[src/rtl/core/spg_pkg.sv]
// Shared types, constants and helpers of the seeded position generator.
// No dependencies; used by every module of the block.
package spg_pkg;

    localparam int MAX_ENTRIES_DEF = 16;

    localparam int IN_TDATA_W  = 152;
    localparam int OUT_TDATA_W = 72;
    localparam int KEY_W       = 144;
    localparam int CFG_IDX_W   = 3;
    localparam int CFG_DATA_W  = 32;

    localparam logic [63:0] HASH_BASIS    = 64'hcbf29ce484222325;
    localparam logic [63:0] HASH_PRIME_LO = 64'h00000000000001b3;
    localparam int          HASH_SHIFT    = 40;
    localparam int          HASH_STEPS    = 18;

    localparam logic [63:0] MIX_GAMMA = 64'h9e3779b97f4a7c15;
    localparam logic [63:0] MIX_M1    = 64'hbf58476d1ce4e5b9;
    localparam logic [63:0] MIX_M2    = 64'h94d049bb133111eb;
    localparam int          MIX_SH0   = 30;
    localparam int          MIX_SH1   = 27;
    localparam int          MIX_SH2   = 31;

    localparam int COORD_SPAN = 20001;
    localparam int MOD_STEPS  = 16;

    // register indexes on the config port
    localparam logic [CFG_IDX_W-1:0] REG_MIN_COUNT   = 3'd0;
    localparam logic [CFG_IDX_W-1:0] REG_MAX_COUNT   = 3'd1;
    localparam logic [CFG_IDX_W-1:0] REG_COORD_BOUND = 3'd2;
    localparam logic [CFG_IDX_W-1:0] REG_RARE_ITEM   = 3'd3;
    localparam logic [CFG_IDX_W-1:0] REG_COMMON_ITEM = 3'd4;
    localparam logic [CFG_IDX_W-1:0] REG_ITEMS_AVAIL = 3'd5;

    // datapath operations
    localparam logic [3:0] OP_NONE    = 4'd0;
    localparam logic [3:0] OP_LOAD    = 4'd1;
    localparam logic [3:0] OP_HASH    = 4'd2;
    localparam logic [3:0] OP_ADVANCE = 4'd3;
    localparam logic [3:0] OP_MUL_A   = 4'd4;
    localparam logic [3:0] OP_MUL_B   = 4'd5;
    localparam logic [3:0] OP_MUL_C   = 4'd6;
    localparam logic [3:0] OP_MUL_D   = 4'd7;
    localparam logic [3:0] OP_XS27    = 4'd8;
    localparam logic [3:0] OP_XS31    = 4'd9;
    localparam logic [3:0] OP_MOD     = 4'd10;
    localparam logic [3:0] OP_SAVE_X  = 4'd11;
    localparam logic [3:0] OP_EMIT    = 4'd12;
    localparam logic [3:0] OP_REJECT  = 4'd13;

    typedef struct packed {
        logic [4:0]  min_count;
        logic [4:0]  max_count;
        logic [13:0] coord_bound;
        logic [31:0] rare_item;
        logic [31:0] common_item;
        logic        items_available;
    } cfg_t;

    typedef struct packed {
        logic [3:0] op;
        logic       mul_sel;
        logic       first;
        logic       last;
        logic [4:0] entry_number;
    } dp_cmd_t;

    typedef struct packed {
        logic out_free;
    } dp_status_t;

    // one radix-16 digit of a remainder mod COORD_SPAN, MSB first
    function automatic logic [14:0] mod_step(logic [14:0] rem, logic [3:0] nib);
        logic [18:0] v;
        logic [18:0] r;
        v = {rem, nib};
        r = v;
        for (int k = 1; k < 16; k++)
        begin
            if (v >= 19'(k * COORD_SPAN))
            begin
                r = v - 19'(k * COORD_SPAN);
            end
        end
        return r[14:0];
    endfunction

endpackage

[src/rtl/core/spg_cfg_regs.sv]
// Configuration register file of the seeded position generator.
// Depends on spg_pkg.
module spg_cfg_regs
(
    input  logic                           clk,
    input  logic                           rst_n,
    input  logic                           cfg_valid,
    output logic                           cfg_ready,
    input  logic [spg_pkg::CFG_IDX_W-1:0]  cfg_index,
    input  logic [spg_pkg::CFG_DATA_W-1:0] cfg_data,
    output spg_pkg::cfg_t                  cfg
);

    spg_pkg::cfg_t cfg_reg;
    spg_pkg::cfg_t cfg_next;

    assign cfg_ready = 1'b1;
    assign cfg       = cfg_reg;

    always_comb
    begin
        cfg_next = cfg_reg;
        if (cfg_valid)
        begin
            case (cfg_index)
                spg_pkg::REG_MIN_COUNT:   cfg_next.min_count       = cfg_data[4:0];
                spg_pkg::REG_MAX_COUNT:   cfg_next.max_count       = cfg_data[4:0];
                spg_pkg::REG_COORD_BOUND: cfg_next.coord_bound     = cfg_data[13:0];
                spg_pkg::REG_RARE_ITEM:   cfg_next.rare_item       = cfg_data;
                spg_pkg::REG_COMMON_ITEM: cfg_next.common_item     = cfg_data;
                spg_pkg::REG_ITEMS_AVAIL: cfg_next.items_available = cfg_data[0];
                default:                  cfg_next = cfg_reg;
            endcase
        end
    end

    always_ff @(posedge clk or negedge rst_n)
    begin
        if (!rst_n)
        begin
            cfg_reg.min_count       <= 5'd1;
            cfg_reg.max_count       <= 5'd16;
            cfg_reg.coord_bound     <= 14'd10000;
            cfg_reg.rare_item       <= 32'd0;
            cfg_reg.common_item     <= 32'd0;
            cfg_reg.items_available <= 1'b1;
        end
        else
        begin
            cfg_reg <= cfg_next;
        end
    end

endmodule

[src/rtl/core/spg_datapath.sv]
// Datapath: FNV-1a seed hash, SplitMix64 mixer on a shared 32x32 multiplier,
// radix-16 mod-20001 reduction, clamp and the output register. Uses spg_pkg.
module spg_datapath
(
    input  logic                            clk,
    input  logic                            rst_n,
    input  spg_pkg::dp_cmd_t                cmd,
    input  spg_pkg::cfg_t                   cfg,
    input  logic [spg_pkg::KEY_W-1:0]       in_keys,
    output spg_pkg::dp_status_t             status,
    output logic                            out_valid,
    input  logic                            out_ready,
    output logic [spg_pkg::OUT_TDATA_W-1:0] out_data,
    output logic                            out_rejected,
    output logic                            out_last
);

    logic [spg_pkg::KEY_W-1:0] key_reg;
    logic [63:0]               s_reg;
    logic [63:0]               z_reg;
    logic [63:0]               prod_reg;
    logic [63:0]               acc_reg;
    logic [14:0]               rem_reg;
    logic [14:0]               x_reg;

    logic        out_valid_reg;
    logic        out_rejected_reg;
    logic        out_last_reg;
    logic [4:0]  out_num_reg;
    logic [31:0] out_item_reg;
    logic [14:0] out_x_reg;
    logic [14:0] out_y_reg;

    logic [63:0] hash_x;
    logic [63:0] hash_next;
    logic [63:0] s_adv;
    logic [63:0] mul_const;
    logic [31:0] op_a;
    logic [31:0] op_b;
    logic [63:0] mul_out;
    logic [63:0] acc_hi;
    logic [15:0] coord_diff;
    logic [14:0] coord;
    logic        out_load;

    assign hash_x    = s_reg ^ {56'd0, key_reg[7:0]};
    assign hash_next = (hash_x << spg_pkg::HASH_SHIFT) + (hash_x * spg_pkg::HASH_PRIME_LO);
    assign s_adv     = s_reg + spg_pkg::MIX_GAMMA;

    assign mul_const = cmd.mul_sel ? spg_pkg::MIX_M2 : spg_pkg::MIX_M1;
    assign op_a      = (cmd.op == spg_pkg::OP_MUL_C) ? z_reg[63:32] : z_reg[31:0];
    assign op_b      = (cmd.op == spg_pkg::OP_MUL_B) ? mul_const[63:32] : mul_const[31:0];
    assign mul_out   = {32'd0, op_a} * {32'd0, op_b};
    assign acc_hi    = acc_reg + {prod_reg[31:0], 32'd0};

    // rem - bound never drops below -bound, so only the upper clamp applies
    always_comb
    begin
        coord_diff = {1'b0, rem_reg} - {2'b00, cfg.coord_bound};
        if (rem_reg > {cfg.coord_bound, 1'b0})
        begin
            coord = {1'b0, cfg.coord_bound};
        end
        else
        begin
            coord = coord_diff[14:0];
        end
    end

    assign out_load = (cmd.op == spg_pkg::OP_EMIT) || (cmd.op == spg_pkg::OP_REJECT);

    always_ff @(posedge clk)
    begin
        case (cmd.op)
            spg_pkg::OP_LOAD:
            begin
                key_reg <= in_keys;
                s_reg   <= spg_pkg::HASH_BASIS;
            end
            spg_pkg::OP_HASH:
            begin
                key_reg <= {8'd0, key_reg[spg_pkg::KEY_W-1:8]};
                s_reg   <= hash_next;
            end
            spg_pkg::OP_ADVANCE:
            begin
                s_reg <= s_adv;
                z_reg <= s_adv ^ (s_adv >> spg_pkg::MIX_SH0);
            end
            spg_pkg::OP_MUL_A:
            begin
                prod_reg <= mul_out;
            end
            spg_pkg::OP_MUL_B:
            begin
                prod_reg <= mul_out;
                acc_reg  <= prod_reg;
            end
            spg_pkg::OP_MUL_C:
            begin
                prod_reg <= mul_out;
                acc_reg  <= acc_hi;
            end
            spg_pkg::OP_MUL_D:
            begin
                acc_reg <= acc_hi;
            end
            spg_pkg::OP_XS27:
            begin
                z_reg <= acc_reg ^ (acc_reg >> spg_pkg::MIX_SH1);
            end
            spg_pkg::OP_XS31:
            begin
                z_reg   <= acc_reg ^ (acc_reg >> spg_pkg::MIX_SH2);
                rem_reg <= 15'd0;
            end
            spg_pkg::OP_MOD:
            begin
                rem_reg <= spg_pkg::mod_step(rem_reg, z_reg[63:60]);
                z_reg   <= {z_reg[59:0], 4'd0};
            end
            spg_pkg::OP_SAVE_X:
            begin
                x_reg <= coord;
            end
            default:
            begin
            end
        endcase

        if (out_load)
        begin
            if (cmd.op == spg_pkg::OP_REJECT)
            begin
                out_rejected_reg <= 1'b1;
                out_last_reg     <= 1'b1;
                out_num_reg      <= 5'd0;
                out_item_reg     <= 32'd0;
                out_x_reg        <= 15'd0;
                out_y_reg        <= 15'd0;
            end
            else
            begin
                out_rejected_reg <= 1'b0;
                out_last_reg     <= cmd.last;
                out_num_reg      <= cmd.entry_number;
                out_item_reg     <= cmd.first ? cfg.rare_item : cfg.common_item;
                out_x_reg        <= x_reg;
                out_y_reg        <= coord;
            end
        end
    end

    always_ff @(posedge clk or negedge rst_n)
    begin
        if (!rst_n)
        begin
            out_valid_reg <= 1'b0;
        end
        else if (out_load)
        begin
            out_valid_reg <= 1'b1;
        end
        else if (out_ready)
        begin
            out_valid_reg <= 1'b0;
        end
    end

    assign status.out_free = !out_valid_reg || out_ready;
    assign out_valid       = out_valid_reg;
    assign out_rejected    = out_rejected_reg;
    assign out_last        = out_last_reg;
    assign out_data        = {5'd0, out_y_reg, out_x_reg, out_item_reg, out_num_reg};

endmodule

[src/rtl/core/spg_ctrl.sv]
// Controller state machine: request check, hash and mixer sequencing, entry
// counting and result hand-off. Drives spg_datapath; uses spg_pkg.
module spg_ctrl
#(
    parameter int MAX_ENTRIES = spg_pkg::MAX_ENTRIES_DEF
)
(
    input  logic                clk,
    input  logic                rst_n,
    input  logic                in_valid,
    output logic                in_ready,
    input  logic [7:0]          in_count,
    input  spg_pkg::cfg_t       cfg,
    input  spg_pkg::dp_status_t status,
    output spg_pkg::dp_cmd_t    cmd
);

    localparam logic [3:0] ST_IDLE   = 4'd0;
    localparam logic [3:0] ST_REJECT = 4'd1;
    localparam logic [3:0] ST_HASH   = 4'd2;
    localparam logic [3:0] ST_ADV    = 4'd3;
    localparam logic [3:0] ST_MUL_A  = 4'd4;
    localparam logic [3:0] ST_MUL_B  = 4'd5;
    localparam logic [3:0] ST_MUL_C  = 4'd6;
    localparam logic [3:0] ST_MUL_D  = 4'd7;
    localparam logic [3:0] ST_XS27   = 4'd8;
    localparam logic [3:0] ST_XS31   = 4'd9;
    localparam logic [3:0] ST_MOD    = 4'd10;
    localparam logic [3:0] ST_SAVE_X = 4'd11;
    localparam logic [3:0] ST_EMIT   = 4'd12;

    localparam logic [7:0] MAX_E      = 8'(MAX_ENTRIES);
    localparam logic [4:0] HASH_LAST  = 5'(spg_pkg::HASH_STEPS - 1);
    localparam logic [4:0] MOD_LAST   = 5'(spg_pkg::MOD_STEPS - 1);

    logic [3:0] state_reg, state_next;
    logic [4:0] step_reg, step_next;
    logic [4:0] count_reg, count_next;
    logic [4:0] k_reg, k_next;
    logic       phase_reg, phase_next;
    logic       coord_reg, coord_next;

    logic [7:0] hi;
    logic       reject;
    logic [4:0] k_inc;

    assign hi     = ({3'd0, cfg.max_count} > MAX_E) ? MAX_E : {3'd0, cfg.max_count};
    assign reject = (in_count < {3'd0, cfg.min_count}) || (in_count > hi)
                    || !cfg.items_available;
    assign k_inc  = k_reg + 5'd1;

    assign in_ready = (state_reg == ST_IDLE);

    always_comb
    begin
        state_next = state_reg;
        step_next  = step_reg;
        count_next = count_reg;
        k_next     = k_reg;
        phase_next = phase_reg;
        coord_next = coord_reg;

        cmd.op           = spg_pkg::OP_NONE;
        cmd.mul_sel      = phase_reg;
        cmd.first        = (k_reg == 5'd0);
        cmd.last         = (k_inc == count_reg);
        cmd.entry_number = k_inc;

        case (state_reg)
            ST_IDLE:
            begin
                if (in_valid)
                begin
                    cmd.op = spg_pkg::OP_LOAD;
                    if (reject)
                    begin
                        state_next = ST_REJECT;
                    end
                    else if (in_count != 8'd0)
                    begin
                        count_next = in_count[4:0];
                        step_next  = 5'd0;
                        k_next     = 5'd0;
                        coord_next = 1'b0;
                        state_next = ST_HASH;
                    end
                end
            end
            ST_REJECT:
            begin
                if (status.out_free)
                begin
                    cmd.op     = spg_pkg::OP_REJECT;
                    state_next = ST_IDLE;
                end
            end
            ST_HASH:
            begin
                cmd.op    = spg_pkg::OP_HASH;
                step_next = step_reg + 5'd1;
                if (step_reg == HASH_LAST)
                begin
                    state_next = ST_ADV;
                end
            end
            ST_ADV:
            begin
                cmd.op     = spg_pkg::OP_ADVANCE;
                phase_next = 1'b0;
                state_next = ST_MUL_A;
            end
            ST_MUL_A:
            begin
                cmd.op     = spg_pkg::OP_MUL_A;
                state_next = ST_MUL_B;
            end
            ST_MUL_B:
            begin
                cmd.op     = spg_pkg::OP_MUL_B;
                state_next = ST_MUL_C;
            end
            ST_MUL_C:
            begin
                cmd.op     = spg_pkg::OP_MUL_C;
                state_next = ST_MUL_D;
            end
            ST_MUL_D:
            begin
                cmd.op     = spg_pkg::OP_MUL_D;
                state_next = phase_reg ? ST_XS31 : ST_XS27;
            end
            ST_XS27:
            begin
                cmd.op     = spg_pkg::OP_XS27;
                phase_next = 1'b1;
                state_next = ST_MUL_A;
            end
            ST_XS31:
            begin
                cmd.op     = spg_pkg::OP_XS31;
                step_next  = 5'd0;
                state_next = ST_MOD;
            end
            ST_MOD:
            begin
                cmd.op    = spg_pkg::OP_MOD;
                step_next = step_reg + 5'd1;
                if (step_reg == MOD_LAST)
                begin
                    state_next = coord_reg ? ST_EMIT : ST_SAVE_X;
                end
            end
            ST_SAVE_X:
            begin
                cmd.op     = spg_pkg::OP_SAVE_X;
                coord_next = 1'b1;
                state_next = ST_ADV;
            end
            ST_EMIT:
            begin
                if (status.out_free)
                begin
                    cmd.op     = spg_pkg::OP_EMIT;
                    coord_next = 1'b0;
                    k_next     = k_inc;
                    state_next = (k_inc == count_reg) ? ST_IDLE : ST_ADV;
                end
            end
            default:
            begin
                state_next = ST_IDLE;
            end
        endcase
    end

    always_ff @(posedge clk or negedge rst_n)
    begin
        if (!rst_n)
        begin
            state_reg <= ST_IDLE;
            step_reg  <= 5'd0;
            count_reg <= 5'd0;
            k_reg     <= 5'd0;
            phase_reg <= 1'b0;
            coord_reg <= 1'b0;
        end
        else
        begin
            state_reg <= state_next;
            step_reg  <= step_next;
            count_reg <= count_next;
            k_reg     <= k_next;
            phase_reg <= phase_next;
            coord_reg <= coord_next;
        end
    end

endmodule

[src/rtl/core/seeded_splitmix_position_generator_top.sv]
// Top level of the seeded position generator: config registers, controller
// and datapath. Depends on spg_pkg, spg_cfg_regs, spg_ctrl and spg_datapath.
//
// Usage: one request item on s_axis gives entry_count result items on m_axis
// (or one rejected item with tuser set). Registers are written over the cfg
// channel (index, data); the user must write them only while the block is
// idle, which the block itself does not enforce. cfg_ready is always high.
// The seed hash folds in one key byte per hash step. An entry is two
// coordinates, x then y, each an advance, two multiplies as partial products
// on one 32x32 multiplier, two xor-shifts, 16 radix-16 mod steps, and then
// a save of x or the emit of the entry. A rejected request goes to the
// reject state and is answered once the output register is free. One
// request is taken at a time: s_axis_tready is high only between requests,
// and a new request is taken while the last result still waits. A stalled
// receiver holds the block at the next finished entry. Reset clears the
// controller and output valid; registers return to their defaults
// (min 1, max 16, bound 10000, items 0, available).
module seeded_splitmix_position_generator_top
#(
    parameter int MAX_ENTRIES = spg_pkg::MAX_ENTRIES_DEF
)
(
    input  logic                            clk,
    input  logic                            rst_n,
    input  logic                            s_axis_tvalid,
    output logic                            s_axis_tready,
    // room_key[63:0], instance_key[127:64], version_key[143:128],
    // entry_count[151:144]
    input  logic [spg_pkg::IN_TDATA_W-1:0]  s_axis_tdata,
    output logic                            m_axis_tvalid,
    input  logic                            m_axis_tready,
    // entry_number[4:0], item_code[36:5], pos_x[51:37], pos_y[66:52], zero
    output logic [spg_pkg::OUT_TDATA_W-1:0] m_axis_tdata,
    // rejected[0]
    output logic                            m_axis_tuser,
    output logic                            m_axis_tlast,
    input  logic                            cfg_valid,
    output logic                            cfg_ready,
    input  logic [spg_pkg::CFG_IDX_W-1:0]   cfg_index,
    input  logic [spg_pkg::CFG_DATA_W-1:0]  cfg_data
);

    spg_pkg::cfg_t       cfg;
    spg_pkg::dp_cmd_t    cmd;
    spg_pkg::dp_status_t status;

    spg_cfg_regs u_cfg
    (
        .clk       (clk),
        .rst_n     (rst_n),
        .cfg_valid (cfg_valid),
        .cfg_ready (cfg_ready),
        .cfg_index (cfg_index),
        .cfg_data  (cfg_data),
        .cfg       (cfg)
    );

    spg_ctrl #(
        .MAX_ENTRIES (MAX_ENTRIES)
    ) u_ctrl
    (
        .clk      (clk),
        .rst_n    (rst_n),
        .in_valid (s_axis_tvalid),
        .in_ready (s_axis_tready),
        .in_count (s_axis_tdata[151:144]),
        .cfg      (cfg),
        .status   (status),
        .cmd      (cmd)
    );

    spg_datapath u_dp
    (
        .clk          (clk),
        .rst_n        (rst_n),
        .cmd          (cmd),
        .cfg          (cfg),
        .in_keys      (s_axis_tdata[spg_pkg::KEY_W-1:0]),
        .status       (status),
        .out_valid    (m_axis_tvalid),
        .out_ready    (m_axis_tready),
        .out_data     (m_axis_tdata),
        .out_rejected (m_axis_tuser),
        .out_last     (m_axis_tlast)
    );

endmodule

[config.mk]
export PLATFORM = sky130hd
export DESIGN_NAME = seeded_splitmix_position_generator_top
export DESIGN_NICKNAME = d
export VERILOG_FILES = /design/src/rtl/core/spg_pkg.sv /design/src/rtl/core/spg_cfg_regs.sv /design/src/rtl/core/spg_datapath.sv /design/src/rtl/core/spg_ctrl.sv /design/src/rtl/core/seeded_splitmix_position_generator_top.sv
export SDC_FILE = /design/constraint.sdc
export NUM_CORES = 2
export LEC_CHECK = 0
export BUFFER_PORTS_ARGS = -buffer_cell sky130_fd_sc_hd__clkbuf_2
export CORE_MARGIN = 1.5
export CORE_UTILIZATION = 50
export CTS_CLUSTER_DIAMETER = 200
export DETAILED_ROUTE_END_ITERATION = 8
export PLACE_DENSITY = 0.7
export SYNTH_ARGS = -nofsm -noshare
export SYNTH_HDL_FRONTEND = slang
export SYNTH_HIERARCHICAL = 1
export SYNTH_SLANG_ARGS = --single-unit
[constraint.sdc]
create_clock -name clk -period 19.3 [get_ports clk]
set_clock_uncertainty 0.15 [all_clocks]
set_input_delay 1.93 -clock clk [delete_from_list [all_inputs] [get_ports clk]]
set_output_delay 1.93 -clock clk [all_outputs]
set_load 0.03 [all_outputs]
* Word-level counts from Yosys, hierarchy flattened
Cells that the tools add are included.
Storage, ports and cells: output and inout bits 77, input port bits 192, register bits after elaboration 610, logic and storage cells 205
Cells by class: multiplexer cells 56, multiply operators 2, order comparisons 19, equal/unequal tests 41, bitwise operators 5, add/subtract/negate cells 21, reduce and logical (&&, ||, !) cells 35
Operators with widths (count):
- $pmux 144 s2 | 1
- $pmux 64 s4 | 1
- $mux 15 | 16
- $pmux 64 s3 | 1
- $ge 19x18->1 const B | 7
- $add 64x64->64 | 2
- $pmux 64 s2 | 1
- $sub 15x15->15 const B | 7
- $mux 32 | 3
- $add 64x64->64 const B | 1
- $mul 32x32->64 | 1
- $mul 64x9->64 const B | 1
- $xor 64x33->64 | 1
- $xor 64x34->64 | 1
- $xor 64x37->64 | 1
- $xor 64x8->64 | 1
- $mux 62 | 1
- $sub 15x14->15 const B | 4
- $ge 19x17->1 const B | 3
- $pmux 4 s13 | 1
- $pmux 4 s12 | 1
- $eq 4x4->1 const B | 11
- $ge 19x16->1 const B | 2
- $ge 19x19->1 const B | 2
- other kinds (48) | 108

* Longest topological paths before layout
word-level depth 17, mapped depth 42, depth with buffers taken out 37

* Modules after synthesis
The synthesis kept the hierarchy.
Modules (own cells, without submodules):
- spg_datapath | area an instance 72185.5 sq um, cells an instance 7649, sequential area each 15009.4 sq um, times used 1
- spg_cfg_regs | area an instance 3542.1 sq um, cells an instance 195, sequential area each 2237.1 sq um, times used 1
- spg_ctrl | area an instance 1709.1 sq um, cells an instance 194, sequential area each 525.5 sq um, times used 1

* Worst setup path before layout
No wires, ideal clock.
kind input port to flip-flop, from in m_axis_tready, to reg u_dp.s_reg[0], enable pin, stages 8, required time 18.756 ns, path slack 3.328 ns, setup time 0.394 ns, buffers on the path 2, arrival time 15.428 ns, cells stage by stage nand2b_1 -> clkbuf_1 -> nor3_1 -> o22ai_1 -> clkbuf_1 -> nand2_1 -> a21boi_0 -> or2_2
RTL lines:
- from (decl) | RTL line seeded_splitmix_position_generator_top.sv:31 | input logic m_axis_tready,
- to (signal assigned) | RTL line spg_datapath.sv:78 | s_reg <= spg_pkg::HASH_BASIS;
- to (signal assigned) | RTL line spg_datapath.sv:83 | s_reg <= hash_next;
- to (signal assigned) | RTL line spg_datapath.sv:87 | s_reg <= s_adv;
- to (decl) | RTL line spg_datapath.sv:19 | logic [63:0] s_reg;

==> impl_metrics.csv <==
group,metric,value,unit
clock_network,cts_buffers,70,
timing,fin_crit,13.18,ns
grt,grt_max_degree,153,
synth,synth_edf_count,499,
clock_network,htree_levels,3,
synth,syn_inst,8038,
synth,synth.avg_cell_area,9.63,sq um
power,static-leakage-power,0.0393,uW
clock_network,ctsHoldBuffers,0,
placement,dp_hpwl,207,mm
detailed_routing,drt-met1-wl,101,mm
detailed_routing,drt_iter0_drc,7233,
setup_path,crit_path_end_kind,"flip-flop",
timing,setup_slack,6.12,ns
setup_path,critical_path_arrival,13.42,ns
synth,synth_common_cells,"inv_1, fa_1, nand2_1",
synth,synth_most_common_cell,"inv_1",
timing,fmax,75.9,MHz
synth,yosys-top-cells-area,"fa_1, edfxtp_1, ha_1",
clock_network,post_cts_buffers,0,
detailed_routing,via_per_inst,5.90,
clock_network,post_cts_resized,0,
synth,synth_area,77400,sq um
grt,antenna_found_initial,11,
power,power_density,37.8,nW/um^2
grt,gr-usage-all-layers,0.323,
detailed_routing,firstDrtPassIters,7,
floorplan,initial_utilization,0.503,
detailed_routing,wire_per_inst,24.7,microns
timing,hold_viol,0,
min_path,min_path_type,"reg2reg",
detailed_routing,drt_wl_total,253,mm
floorplan,die_w,397,microns
floorplan,die-area,157000,sq um
grt,grt_pass1_vias,61700,
finish,largest_reg_flops,144,
setup_path,critical_path_class,"in2reg",
setup_path,start_kind,"input pin",
placement,place_ws,5.75,ns
synth,ys.flop_type,"edfxtp_1",
synth,yosysTopAreaCell,"fa_1",
synth,yosysWarnings,6,
placement,port_buffers,262,
finish,regArea,17800,sq um
placement,dp_cells,10100,
finish,finalNetCount,10000,
grt,grt_first_pass_wirelength,384,mm
clock_network,cts_tree,"done",
setup_path,cp.required,19.54,ns
clock_network,clk_path_buf_depth,3,
floorplan,io_pins,269,
finish,drive_gt1_frac,0.0835,
timing,rsz0062_at_grt,"no",
timing,slew_viol_final,0,
finish,area_delta_synth_final,7.33,%
power,vdd_drop_max,67.2,uV
status,status,"completed",
setup_path,crit_slowest_cell,"o41ai_1",
detailed_routing,wl_met2,113,mm
clock_network,insertion_delay,0.68,ns
finish,multi_input_comb_area,52600,sq um
timing,post-route-period-util,0.683,
synth,synth-seq-cells,610,
synth,ys_types,107,
floorplan,fp-row-count,144,
finish,fillers,13900,
floorplan,core,154000,sq um
job,max-cap-violations,0,
setup_path,critical_path.max_fanout,37,
detailed_routing,dr_wl_met3,23.6,mm
finish,postLayoutCellArea,83100,sq um
synth,ys_async_sr_fraction,0.182,
placement,globalplace.congestion,1.02,
placement,place_area,80600,sq um
detailed_routing,drtAntennaViolNets,0,
floorplan,die_h,397,microns
clock_network,clk_pin_slew,0.06,ns
clock_network,cts_root_buf,"clkbuf_16",
synth,synth.top_cell.area_share,0.272,
finish,fin_cells,10200,
detailed_routing,drc,0,
setup_path,slowest_delay,0.95,ns
timing,slew_headroom,0.0725,
synth,ys_seq_area_frac,0.230,
timing,worstMarginPinSlew,1.38,ns
grt,overflow,0,
clock_network,cts_sinks,610,
detailed_routing,highest_layer,"met5",
timing,finalSetupViolCount,0,
timing,setup_tns,0,ns
detailed_routing,vias,60400,
## kinds of logic (layout without fill, tap and decap cells)
logic type / count (synthesis) / count (layout) / share of synthesized area
compound gates: 1327 / 1327 / 0.114
xor+xnor: 302 / 302 / 0.0345
mux: 191 / 191 / 0.0282
simple gates: 1997 / 1997 / 0.120
fa+ha+maj: 1722 / 1722 / 0.380
other cells: 2 / 15 / 0.0000970
flops: 610 / 610 / 0.230
buf+inv: 1887 / 2024 / 0.0938
## placed cells by master, fill, tap and decap left out, types with 24 or more instances in the layout
cell type | Yosys | routed
mux2_2 | 95 | 95
clkbuf_2 | 0 | 261
nand4_1 | 51 | 51
buf_4 | 9 | 72
xnor2_1 | 196 | 196
o22ai_1 | 61 | 60
dfrtp_1 | 103 | 103
a221oi_1 | 24 | 24
nand3_1 | 86 | 85
a22oi_1 | 33 | 33
or3_1 | 27 | 27
a31oi_1 | 57 | 57
nand2_1 | 818 | 814
mux2_4 | 30 | 30
edfxtp_1 | 499 | 499
inv_1 | 1552 | 1552
nor3_1 | 77 | 75
o21a_1 | 48 | 48
and3_1 | 32 | 32
o21ai_0 | 272 | 272
nand2b_1 | 98 | 98
nor2b_1 | 84 | 83
o211ai_1 | 43 | 43
or2_2 | 26 | 26
ha_1 | 671 | 670
a21o_1 | 98 | 98
mux2i_1 | 63 | 61
a21oi_1 | 320 | 319
fa_1 | 1051 | 1051
a211oi_1 | 50 | 50
o21bai_1 | 47 | 47
nor2_1 | 461 | 454
clkbuf_16 | 0 | 70
o221ai_1 | 28 | 28
and2_1 | 140 | 139
xor2_1 | 104 | 104
## where the power goes
| part | total [uW] | internal (uW) | switching (uW) |
|---|---|---|---|
| logic | 218 | 113 | 105 |
| registers | 1490 | 1470 | 23.9 |
| clock network | 1430 | 820 | 607 |
| total | 3140 | 2400 | 736 |
## through the flow
step	util	hold slack, ns	total power [uW]
after global placement	0.524	0.336	1720
after floorplan	-	0.323	1670
final	0.540	0.353	3140
after detailed placement	0.524	0.341	1740
after CTS	0.540	0.353	3160
after global routing	0.540	0.365	3240
## area by class of cell
type / instances / share of cell area
Antenna cell: 9 / 0.000271
Clock buffer: 76 / 0.0215
Clock inverter: 53 / 0.00822
Inverter: 1561 / 0.0705
Multi-Input combinational cell: 5545 / 0.632
Sequential cell: 610 / 0.214
Tap cell: 2044 / 0.0308
Timing Repair Buffer: 334 / 0.0225
## critical path, delay by kind of cell
kind | cells | cell delay, ns
fa+ha+maj | 10 | 4.53
compound gates | 8 | 3.13
buf+inv | 10 | 1.88
simple gates | 7 | 1.85
## routing by layer
metal  track usage  vias to the layer above
met4         0.168                        4
met3        0.0622                      729
met2         0.498                     3224
li1              -                    26500
met5             0                        -
met1         0.434                    30000
## final timing paths
kind | slack (ns) | cells after the start | endpoint | startpoint
setup / recovery | 6.12 | 35 | u_dp/prod_reg[62]$_DFFE_PP_ | m_axis_tready
hold / removal | 0.35 | 1 | u_cfg/cfg[47]$_DFFE_PN0P_ | u_cfg/cfg[47]$_DFFE_PN0P_
setup reg to reg | 7.05 | 34 | u_dp/prod_reg[62]$_DFFE_PP_ | u_ctrl/state_reg[2]$_DFFE_PN0P_
hold reg to reg | 0.35 | 1 | u_cfg/cfg[47]$_DFFE_PN0P_ | u_cfg/cfg[47]$_DFFE_PN0P_
max in group asynchronous | 16.60 | 2 | u_cfg/cfg[32]$_DFFE_PN0P_ | rst_n
min in group asynchronous | 1.15 | 1 | u_cfg/cfg[56]$_DFFE_PN0P_ | rst_n
No activity file was read; power rests on OpenSTA's default activity.
